**config.mk**
```make
export PLATFORM = sky130hd
export DESIGN_NAME = lfsr_seed_key_calc_unit
export DESIGN_NICKNAME = d
export VERILOG_FILES = /design/src/lskc_pkg.sv /design/src/lfsr_seed_key_calc_unit.sv
export VERILOG_INCLUDE_DIRS = /design/src /design/src/src
export SDC_FILE = /design/constraint.sdc
export NUM_CORES = 1
export LEC_CHECK = 0
export BUFFER_PORTS_ARGS = -buffer_cell sky130_fd_sc_hd__buf_2
export CAP_MARGIN = 20
export CORE_MARGIN = 2
export CORE_UTILIZATION = 45
export CTS_BUF_LIST = sky130_fd_sc_hd__clkbuf_4
export DETAILED_ROUTE_END_ITERATION = 12
export MAX_ROUTING_LAYER = met4
export PLACE_DENSITY = 0.66
export SLEW_MARGIN = 20
export SYNTH_ARGS = -nofsm -noshare
export SYNTH_HDL_FRONTEND = slang
export SYNTH_SLANG_ARGS = --single-unit
```
**constraint.sdc**
```tcl
create_clock -name aclk -period 4.99 [get_ports aclk]
set_input_delay 0.998 -clock aclk [delete_from_list [all_inputs] [get_ports aclk]]
set_output_delay 0.998 -clock aclk [all_outputs]
set_load 0.01 [all_outputs]
```
**src/assert_macros.svh**
```systemverilog
// ----------------------------------------------------------------------------
// assert_macros.svh
// concurrent assertion macros clocked on aclk, disabled while in reset
// ----------------------------------------------------------------------------
`ifndef ASSERT_MACROS_SVH
`define ASSERT_MACROS_SVH

`ifndef ASSERT_OFF
// same-cycle implication
`define ASSERT_IMPLY(name, ante, cons) \
    name: assert property (@(posedge aclk) disable iff (!aresetn) (ante) |-> (cons)) \
        else $error("assertion failed");
// next-cycle implication
`define ASSERT_NEXT(name, ante, cons) \
    name: assert property (@(posedge aclk) disable iff (!aresetn) (ante) |=> (cons)) \
        else $error("assertion failed");
`else
`define ASSERT_IMPLY(name, ante, cons)
`define ASSERT_NEXT(name, ante, cons)
`endif

`endif

```
**src/lskc_pkg.sv**
```systemverilog
// ----------------------------------------------------------------------------
// lskc_pkg
// constants, types and elaboration-time matrices of the seed key unit
// ----------------------------------------------------------------------------
package lskc_pkg;

    localparam int ROUNDS  = 64;
    localparam int LFSR_W  = 24;
    localparam int SEED_W  = 64;
    localparam int HALF_W  = 32;
    localparam int KEEP_W  = 24;
    localparam int FILL_W  = 40;
    localparam int LEVEL_W = 8;
    localparam int CFG_IDX_W  = 8;
    localparam int CFG_DATA_W = 40;

    typedef logic [LFSR_W-1:0] lfsr_t;
    typedef logic [SEED_W-1:0] seed_t;
    typedef logic [FILL_W-1:0] fill_t;
    typedef logic [LEVEL_W-1:0] level_t;
    typedef logic [CFG_IDX_W-1:0] cfg_idx_t;
    typedef logic [LFSR_W-1:0][LFSR_W-1:0] start_matrix_t;
    typedef logic [LFSR_W-1:0][SEED_W-1:0] seed_matrix_t;

    localparam lfsr_t TAPS = 24'h909028;

    localparam level_t LEVEL_ONE       = 8'h01;
    localparam level_t LEVEL_THREE     = 8'h03;
    localparam level_t LEVEL_SIXTY_ONE = 8'h61;

    localparam cfg_idx_t CFG_LFSR_START      = 8'd0;
    localparam cfg_idx_t CFG_LEVEL_ONE_FILL  = 8'd1;
    localparam cfg_idx_t CFG_LEVEL_THREE_FILL = 8'd2;
    localparam cfg_idx_t CFG_LEVEL_SIXTY_ONE_FILL = 8'd3;

    localparam lfsr_t START_RESET           = 24'hC541A9;
    localparam fill_t FILL_ONE_RESET        = 40'h6E61776F52;
    localparam fill_t FILL_THREE_RESET      = 40'h7241E4895A;
    localparam fill_t FILL_SIXTY_ONE_RESET  = 40'h3868045A4D;

    // bit-serial galois register, used only to build the matrices
    function automatic lfsr_t lfsr_run(lfsr_t start, seed_t seed);
        lfsr_t r;
        logic  fb;
        r = start;
        for (int i = 0; i < ROUNDS; i++) begin
            fb = seed[i] ^ r[0];
            r  = {1'b0, r[LFSR_W-1:1]} ^ (fb ? TAPS : '0);
        end
        return r;
    endfunction

    function automatic start_matrix_t build_start_matrix();
        start_matrix_t m;
        lfsr_t         col;
        for (int k = 0; k < LFSR_W; k++) begin
            col = lfsr_run(lfsr_t'(1) << k, '0);
            for (int j = 0; j < LFSR_W; j++) begin
                m[j][k] = col[j];
            end
        end
        return m;
    endfunction

    function automatic seed_matrix_t build_seed_matrix();
        seed_matrix_t m;
        lfsr_t        col;
        for (int k = 0; k < SEED_W; k++) begin
            col = lfsr_run('0, seed_t'(1) << k);
            for (int j = 0; j < LFSR_W; j++) begin
                m[j][k] = col[j];
            end
        end
        return m;
    endfunction

    // row j: which start bits and seed bits feed final register bit j
    localparam start_matrix_t START_MATRIX = build_start_matrix();
    localparam seed_matrix_t  SEED_MATRIX  = build_seed_matrix();

    // nibble shuffle into key bytes 0, 1, 2 (byte 0 on top)
    function automatic lfsr_t key_shuffle(lfsr_t r);
        return {r[11:8], r[7:4], r[15:12], r[23:20], r[3:0], r[19:16]};
    endfunction

endpackage

```
**src/lfsr_seed_key_calc_unit.sv**
```systemverilog
// path: an accepted input is held in the input register, and its key is loaded into
// the result register when that stage may advance (input register, result register)
// throughput: one item per cycle unless m_ready stalls the output, set by the single
// xor-parity network between the two registers that replaces the 64 shift register steps
// reset: synchronous active-low aresetn clears both stage valids and loads the
// default start value and level fills
// ----------------------------------------------------------------------------
// lfsr_seed_key_calc_unit
// 24-bit security-access key from access level and 8-byte seed
// ----------------------------------------------------------------------------
`include "assert_macros.svh"

module lfsr_seed_key_calc_unit (
    input  logic                              aclk,
    input  logic                              aresetn,
    input  logic                              s_valid,
    output logic                              s_ready,
    input  logic [lskc_pkg::LEVEL_W-1:0]      s_access_level,
    input  logic [lskc_pkg::HALF_W-1:0]       s_seed_low,
    input  logic [lskc_pkg::HALF_W-1:0]       s_seed_high,
    output logic                              m_valid,
    input  logic                              m_ready,
    output logic [lskc_pkg::LFSR_W-1:0]       m_key_out,
    input  logic                              cfg_valid,
    output logic                              cfg_ready,
    input  logic [lskc_pkg::CFG_IDX_W-1:0]    cfg_addr,
    input  logic [lskc_pkg::CFG_DATA_W-1:0]   cfg_wdata
);

    lskc_pkg::lfsr_t  start_reg;
    lskc_pkg::fill_t  fill_one_reg;
    lskc_pkg::fill_t  fill_three_reg;
    lskc_pkg::fill_t  fill_sixty_one_reg;

    logic             in_valid_reg;
    lskc_pkg::level_t level_reg;
    lskc_pkg::seed_t  seed_reg;

    logic             out_valid_reg;
    lskc_pkg::lfsr_t  key_reg;

    logic             adv_out;
    lskc_pkg::fill_t  fill_sel;
    logic             use_fill;
    lskc_pkg::seed_t  seed_eff;
    lskc_pkg::lfsr_t  lfsr_final;
    lskc_pkg::lfsr_t  key_next;

    assign cfg_ready = 1'b1;
    assign adv_out   = !out_valid_reg || m_ready;
    assign s_ready   = !in_valid_reg || adv_out;
    assign m_valid   = out_valid_reg;
    assign m_key_out = key_reg;

    // configuration registers
    always_ff @(posedge aclk) begin
        if (!aresetn) begin
            start_reg          <= lskc_pkg::START_RESET;
            fill_one_reg       <= lskc_pkg::FILL_ONE_RESET;
            fill_three_reg     <= lskc_pkg::FILL_THREE_RESET;
            fill_sixty_one_reg <= lskc_pkg::FILL_SIXTY_ONE_RESET;
        end else if (cfg_valid) begin
            unique case (cfg_addr)
                lskc_pkg::CFG_LFSR_START: begin
                    start_reg <= cfg_wdata[lskc_pkg::LFSR_W-1:0];
                end
                lskc_pkg::CFG_LEVEL_ONE_FILL: begin
                    fill_one_reg <= cfg_wdata[lskc_pkg::FILL_W-1:0];
                end
                lskc_pkg::CFG_LEVEL_THREE_FILL: begin
                    fill_three_reg <= cfg_wdata[lskc_pkg::FILL_W-1:0];
                end
                lskc_pkg::CFG_LEVEL_SIXTY_ONE_FILL: begin
                    fill_sixty_one_reg <= cfg_wdata[lskc_pkg::FILL_W-1:0];
                end
                default: begin
                end
            endcase
        end
    end

    // input stage
    always_ff @(posedge aclk) begin
        if (!aresetn) begin
            in_valid_reg <= 1'b0;
        end else if (s_ready) begin
            in_valid_reg <= s_valid;
        end
    end

    always_ff @(posedge aclk) begin
        if (s_valid && s_ready) begin
            level_reg <= s_access_level;
            seed_reg  <= {s_seed_high, s_seed_low};
        end
    end

    // level fill select
    always_comb begin
        use_fill = 1'b1;
        fill_sel = '0;
        unique case (level_reg)
            lskc_pkg::LEVEL_ONE:       fill_sel = fill_one_reg;
            lskc_pkg::LEVEL_THREE:     fill_sel = fill_three_reg;
            lskc_pkg::LEVEL_SIXTY_ONE: fill_sel = fill_sixty_one_reg;
            default:                   use_fill = 1'b0;
        endcase
        seed_eff = use_fill ? {fill_sel, seed_reg[lskc_pkg::KEEP_W-1:0]} : seed_reg;
    end

    // unrolled shift register as parity over start and seed bits
    always_comb begin
        for (int j = 0; j < lskc_pkg::LFSR_W; j++) begin
            lfsr_final[j] = (^(start_reg & lskc_pkg::START_MATRIX[j]))
                          ^ (^(seed_eff & lskc_pkg::SEED_MATRIX[j]));
        end
        key_next = lskc_pkg::key_shuffle(lfsr_final);
    end

    // result stage
    always_ff @(posedge aclk) begin
        if (!aresetn) begin
            out_valid_reg <= 1'b0;
        end else if (adv_out) begin
            out_valid_reg <= in_valid_reg;
        end
    end

    always_ff @(posedge aclk) begin
        if (adv_out && in_valid_reg) begin
            key_reg <= key_next;
        end
    end

    `ASSERT_NEXT(a_in_load, s_valid && s_ready, in_valid_reg)
    `ASSERT_NEXT(a_out_load, in_valid_reg && adv_out, out_valid_reg)
    `ASSERT_NEXT(a_in_hold, in_valid_reg && !adv_out, in_valid_reg && $stable(seed_reg))
    `ASSERT_IMPLY(a_ready_free, !in_valid_reg, s_ready)
    `ASSERT_NEXT(a_start_write, cfg_valid && cfg_addr == lskc_pkg::CFG_LFSR_START,
                 start_reg == $past(cfg_wdata[lskc_pkg::LFSR_W-1:0]))

endmodule
```
== Word level (Yosys, flattened, before mapping) ==
Index checks and enable logic that the tools add are counted.

* Register bits after elaboration: 242
* Output and inout bits: 27
* Input bits: 125

* Eq/ne operators: 6
* Reduce and logical (&&, ||, !) cells: 60
* Mux-type cells: 3
* Bitwise gates (word level): 24

{| class="wikitable"
|+ Operator list
! cell !! number
|-
| $reduce_xor 64->1 || 24
|-
| $reduce_xor 24->1 || 24
|-
| $pmux 40 s3 || 1
|-
| $mux 64 || 1
|-
| $eq 8x2->1 const B || 3
|-
| $xor 1x1->1 || 24
|-
| $eq 8x1->1 const B || 2
|-
| $eq 8x7->1 const B || 1
|-
| $logic_not 8->1 || 1
|-
| $reduce_and 2->1 || 4
|-
| $reduce_or 3->1 || 1
|-
| $logic_and 1x1->1 || 2
|-
| $logic_not 1->1 || 2
|-
| $logic_or 1x1->1 || 2
|-
| $mux 1 || 1
|}

== Depth between registers and ports, before layout ==
* Word-level depth: 6
* Mapped depth: 12

== Worst setup path after synthesis ==
Ideal clock, no wire load.

* Kind: register -> register
* From: register level_reg[5]
* To: register key_reg[0] (netlist: m_key_out[0]) (data pin)
* Setup slack: 1605 ps
* Data arrival time: 3118 ps
* Path buffers: 3
* Required time: 4722 ps
* Setup time: 268 ps
* Cell stages (with the launch flop): 12
* Path through: edfxtp_1 > buf_6 > and4bb_1 > buf_6 > nor2b_1 > buf_2 > a221oi_4 > xnor2_2 > xnor3_1 > xnor2_1 > xnor3_1 > xnor3_1

* Word-level cells in the longest chain between the ends: 6

{| class="wikitable"
|+ RTL lines
! element !! RTL line !! RTL
|-
| start, declared || lfsr_seed_key_calc_unit.sv:36 || <nowiki>lskc_pkg::level_t level_reg;</nowiki>
|-
| start signal, assigned || lfsr_seed_key_calc_unit.sv:93 || <nowiki>level_reg <= s_access_level;</nowiki>
|-
| $eq 8x7->1, or another cell as far along || lfsr_seed_key_calc_unit.sv:102 || <nowiki>unique case (level_reg)</nowiki>
|-
| $reduce_or 3->1 (no source line) || -- ||
|-
| $mux 1 || lfsr_seed_key_calc_unit.sv:102 ||
|-
| $mux 64 * || lfsr_seed_key_calc_unit.sv:108 || <nowiki>seed_eff = use_fill ? {fill_sel, seed_reg[lskc_pkg::KEEP_W-1:0]} : seed_reg;</nowiki>
|-
| $reduce_xor 64->1 * || lfsr_seed_key_calc_unit.sv:115 || <nowiki>^ (^(seed_eff & lskc_pkg::SEED_MATRIX[j]));</nowiki>
|-
| $xor 1x1->1 * || lfsr_seed_key_calc_unit.sv:115 ||
|-
| named net key_next[0] || lfsr_seed_key_calc_unit.sv:47 || <nowiki>lskc_pkg::lfsr_t key_next;</nowiki>
|-
| end signal, assigned || lfsr_seed_key_calc_unit.sv:131 || <nowiki>key_reg <= key_next;</nowiki>
|-
| end, declared || lfsr_seed_key_calc_unit.sv:40 || <nowiki>lskc_pkg::lfsr_t key_reg;</nowiki>
|}

The timed path passes the listed nets; every way through them passes the cells marked *.
A chain may end at the register's enable or synchronous reset.

== Final worst setup path ==
* From: register level_reg[5]
* To: register key_reg[15] (netlist: m_key_out[15]) (data pin)

Same word-level chain as after synthesis.

==> summary.md <==
| Metric | Value |
|---|---|
| Outcome | `completed` |
| RSZ-0062 raised after global routing | `no` |
| Worst setup margin | `712 ps` |
| Synthesis-to-finish area growth | `14.7%` |
| All-Layer GR Usage | `0.272` |
| Setup Viol. Count Final | `0` |
| CP required | `5410 ps` |
| Asr flop ratio synth | `0` |
| Top Ports | `152` |
| Max Cap Violations | `0` |
| Area occupied by multi-input gates | `7830 um2` |
| Commonest non-fill, non-tap cell in the layout | `nand2_1` |
| CTS tree | `done` |
| Fin util | `0.526` |
| Crit Path Max Fanout | `18` |
| Placed Instances | `1,822` |
| DRC | `0` |
| Finished Cell Area | `16,100 um2` |
| Initial antenna violation count | `1` |
| Pin count of the biggest net entering global routing | `105` |
| Setup TNS Final | `0 ps` |
| Full die area | `32,600 um2` |
| # resized after CTS | `0` |
| Final Skew | `76.1 ps` |
| Hold_ws | `460 ps` |
| Pre-CTS setup slack | `831 ps` |
| Layout cells sized above 1 | `0.226` |
| Clk root buf | `clkbuf_4` |
| Detailed-route via count | `10,600` |
| First-pass GRT wire length | `64.4 mm` |
| DRT antenna net count | `0` |
| Nets | `1,622` |
| Worst hold start | `fill_sixty_one_reg[20]` |
| Routed len/inst | `22.1 um` |
| Achievable Freq | `0.234 GHz` |
| Final hold vios | `0` |
| Cells after synthesis | `1,323` |
| Max reg flops | `64` |
| Hold Path End | `fill_sixty_one_reg[20]` |
| Final Max Slew Viols | `0` |
| Synth Warn # | `0` |
| Slew @ Worst Pin | `1060 ps` |
| Power Total | `6.54 mW` |
| Post-synthesis sequential area ratio | `0.414` |
| Post-Syn Area | `14,000 um2` |
| Most frequent cells in the layout | `293 x nand2_1, 242 x xnor2_1, 149 x buf_2` |
| Crit Path Class | `reg2reg` |
| H-tree Lvls | `3` |
| Critical Path AT | `4700 ps` |
| GR Overflow Total | `0` |
| Clk sinks | `242` |
| Post-synth top area cell | `dfxtp_1` |
| Post-place instance area | `15,100 um2` |
| VDD IR max | `0.194 mV` |
| Synth Register Bits | `242` |
| DRT Pass-1 Iters | `6` |
| Layout Cells excl Fill | `1,948` |
| Register area | `5810 um2` |
| Synth top area share | `0.209` |
| Initial core utilization | `0.458` |
| HPWL Detailed | `32.1 mm` |
| Core area | `30,600 um2` |
| Clk slew on worst S/H paths | `60 ps` |
| FF-to-FF setup slack | `710 ps` |
| Vias in the first global route | `10,300` |
| Startpoint Class | `flop` |
| Hold-fix buffers, CTS | `0` |
| Initial DRC Count | `957` |
| Pwr per Cell Area | `407 nW/um2` |
| Die height | `180 um` |
| Static Leak | `6.34 nW` |
| Max_slew headroom | `0.296` |
| Synthesized area per cell | `10.6 um2` |
| Period minus WS final | `4280 ps` |
| Hold path cells | `2` |
| Worst setup EP type | `flop` |
| Most used flip-flop cell after synthesis | `dfxtp_1` |
| Hold WC Path Type | `reg2reg` |
| Post-synth EDFFs | `96` |
| Fillers | `2,862` |
| Syn nets | `1,448` |
| Final cycle utilization of the critical path | `0.857` |
| Die width | `180 um` |
| CTS Buf Count | `69` |
| DR vias/cell | `5.43` |
| CTS max path bufs | `3` |
| Reg2reg start | `level_reg[5]` |
| WL final | `43.0 mm` |
| Worst reg2reg path depth | `8` |
| GP Congestion | `0.997` |
| Skew-Pair Late Insertion Delay | `730 ps` |
| Core Rows | `64` |
| Port Buffers | `150` |
| Dominant cells by area after synthesis | `dfxtp_1 21%, edfxtp_1 21%, xnor2_1 15%, xnor3_1 8.5%, nand2_1 7.8%` |
| Worst R2R End | `m_key_out[15]` |
| Post-synth cell types | `68` |
| Post-CTS Setup Repair Bufs | `0` |
==> cells by family after synthesis <==
| logic type | count (synthesis) | synth area share |
|---|---|---|
| AND/OR/NAND/NOR | 442 | 0.138 |
| XOR/XNOR | 365 | 0.289 |
| flip-flops | 242 | 0.414 |
| AO/OA/AOI/OAI | 182 | 0.122 |
| buffers and inverters | 81 | 0.0280 |
| multiplexers | 10 | 0.00723 |
| other | 1 | 0.000268 |
==> cell type report <==
type | instances | area share
Antenna cell | 1 | 0.000156
Clock buffer | 107 | 0.0500
Clock inverter | 18 | 0.00755
Inverter | 1 | 0.000233
Multi-Input combinational cell | 1000 | 0.487
Sequential cell | 242 | 0.361
Tap cell | 396 | 0.0308
Timing Repair Buffer | 183 | 0.0630
==> report_power, final <==
group          switching [mW]  internal, mW
clock network           0.856          1.08
registers              0.0629          2.31
logic                    1.02          1.21
==> critical path: stages (launching register included) <==
cell       delay (ps)
edfxtp_1          600
or4_4             710
nor2_1            600
o2bb2ai_1         250
a22oi_1           240
xnor2_1           490
xnor3_1           570
xnor2_2           200
xnor3_1           340
==> worst max path at each step <==
stage                       from             to  slack (ps)  cells after the start
detailed placement  level_reg[5]   m_key_out[1]         830                      8
CTS                 level_reg[5]   m_key_out[1]         820                      8
finish              level_reg[5]  m_key_out[15]         710                      8
global placement    level_reg[5]   m_key_out[1]         820                      8
global route        level_reg[6]   m_key_out[3]         630                      9
floorplan           level_reg[5]   m_key_out[0]        1600                     11
==> metal layers <==
metal,vias up,GRT usage,routed length (um)
met4,0,0.0981,1440
met5,-,-,0
li1,4922,-,-
met2,453,0.418,19700
met3,95,0.0451,3190
met1,5114,0.363,18700
==> synthesized netlist by cell type (4+ instances only) <==
| library cell | n |
|---|---|
| a221oi_1 | 4 |
| edfxtp_1 | 96 |
| a221oi_2 | 12 |
| mux2i_1 | 9 |
| xor3_1 | 5 |
| a22oi_1 | 27 |
| a221oi_4 | 11 |
| nand3_1 | 74 |
| nor2b_1 | 8 |
| dfxtp_1 | 146 |
| buf_6 | 5 |
| xnor2_1 | 242 |
| a21oi_1 | 7 |
| xnor2_2 | 7 |
| a21boi_0 | 79 |
| a222oi_1 | 4 |
| clkbuf_1 | 56 |
| o21a_1 | 5 |
| nor3_1 | 10 |
| o2bb2ai_1 | 4 |
| nor2_1 | 25 |
| xnor3_1 | 53 |
| nand2_1 | 293 |
| and3_1 | 5 |
| o211ai_1 | 4 |
| buf_2 | 13 |
| xor2_1 | 58 |
| o21ai_0 | 6 |
No activity file was read; power rests on OpenSTA's default activity.
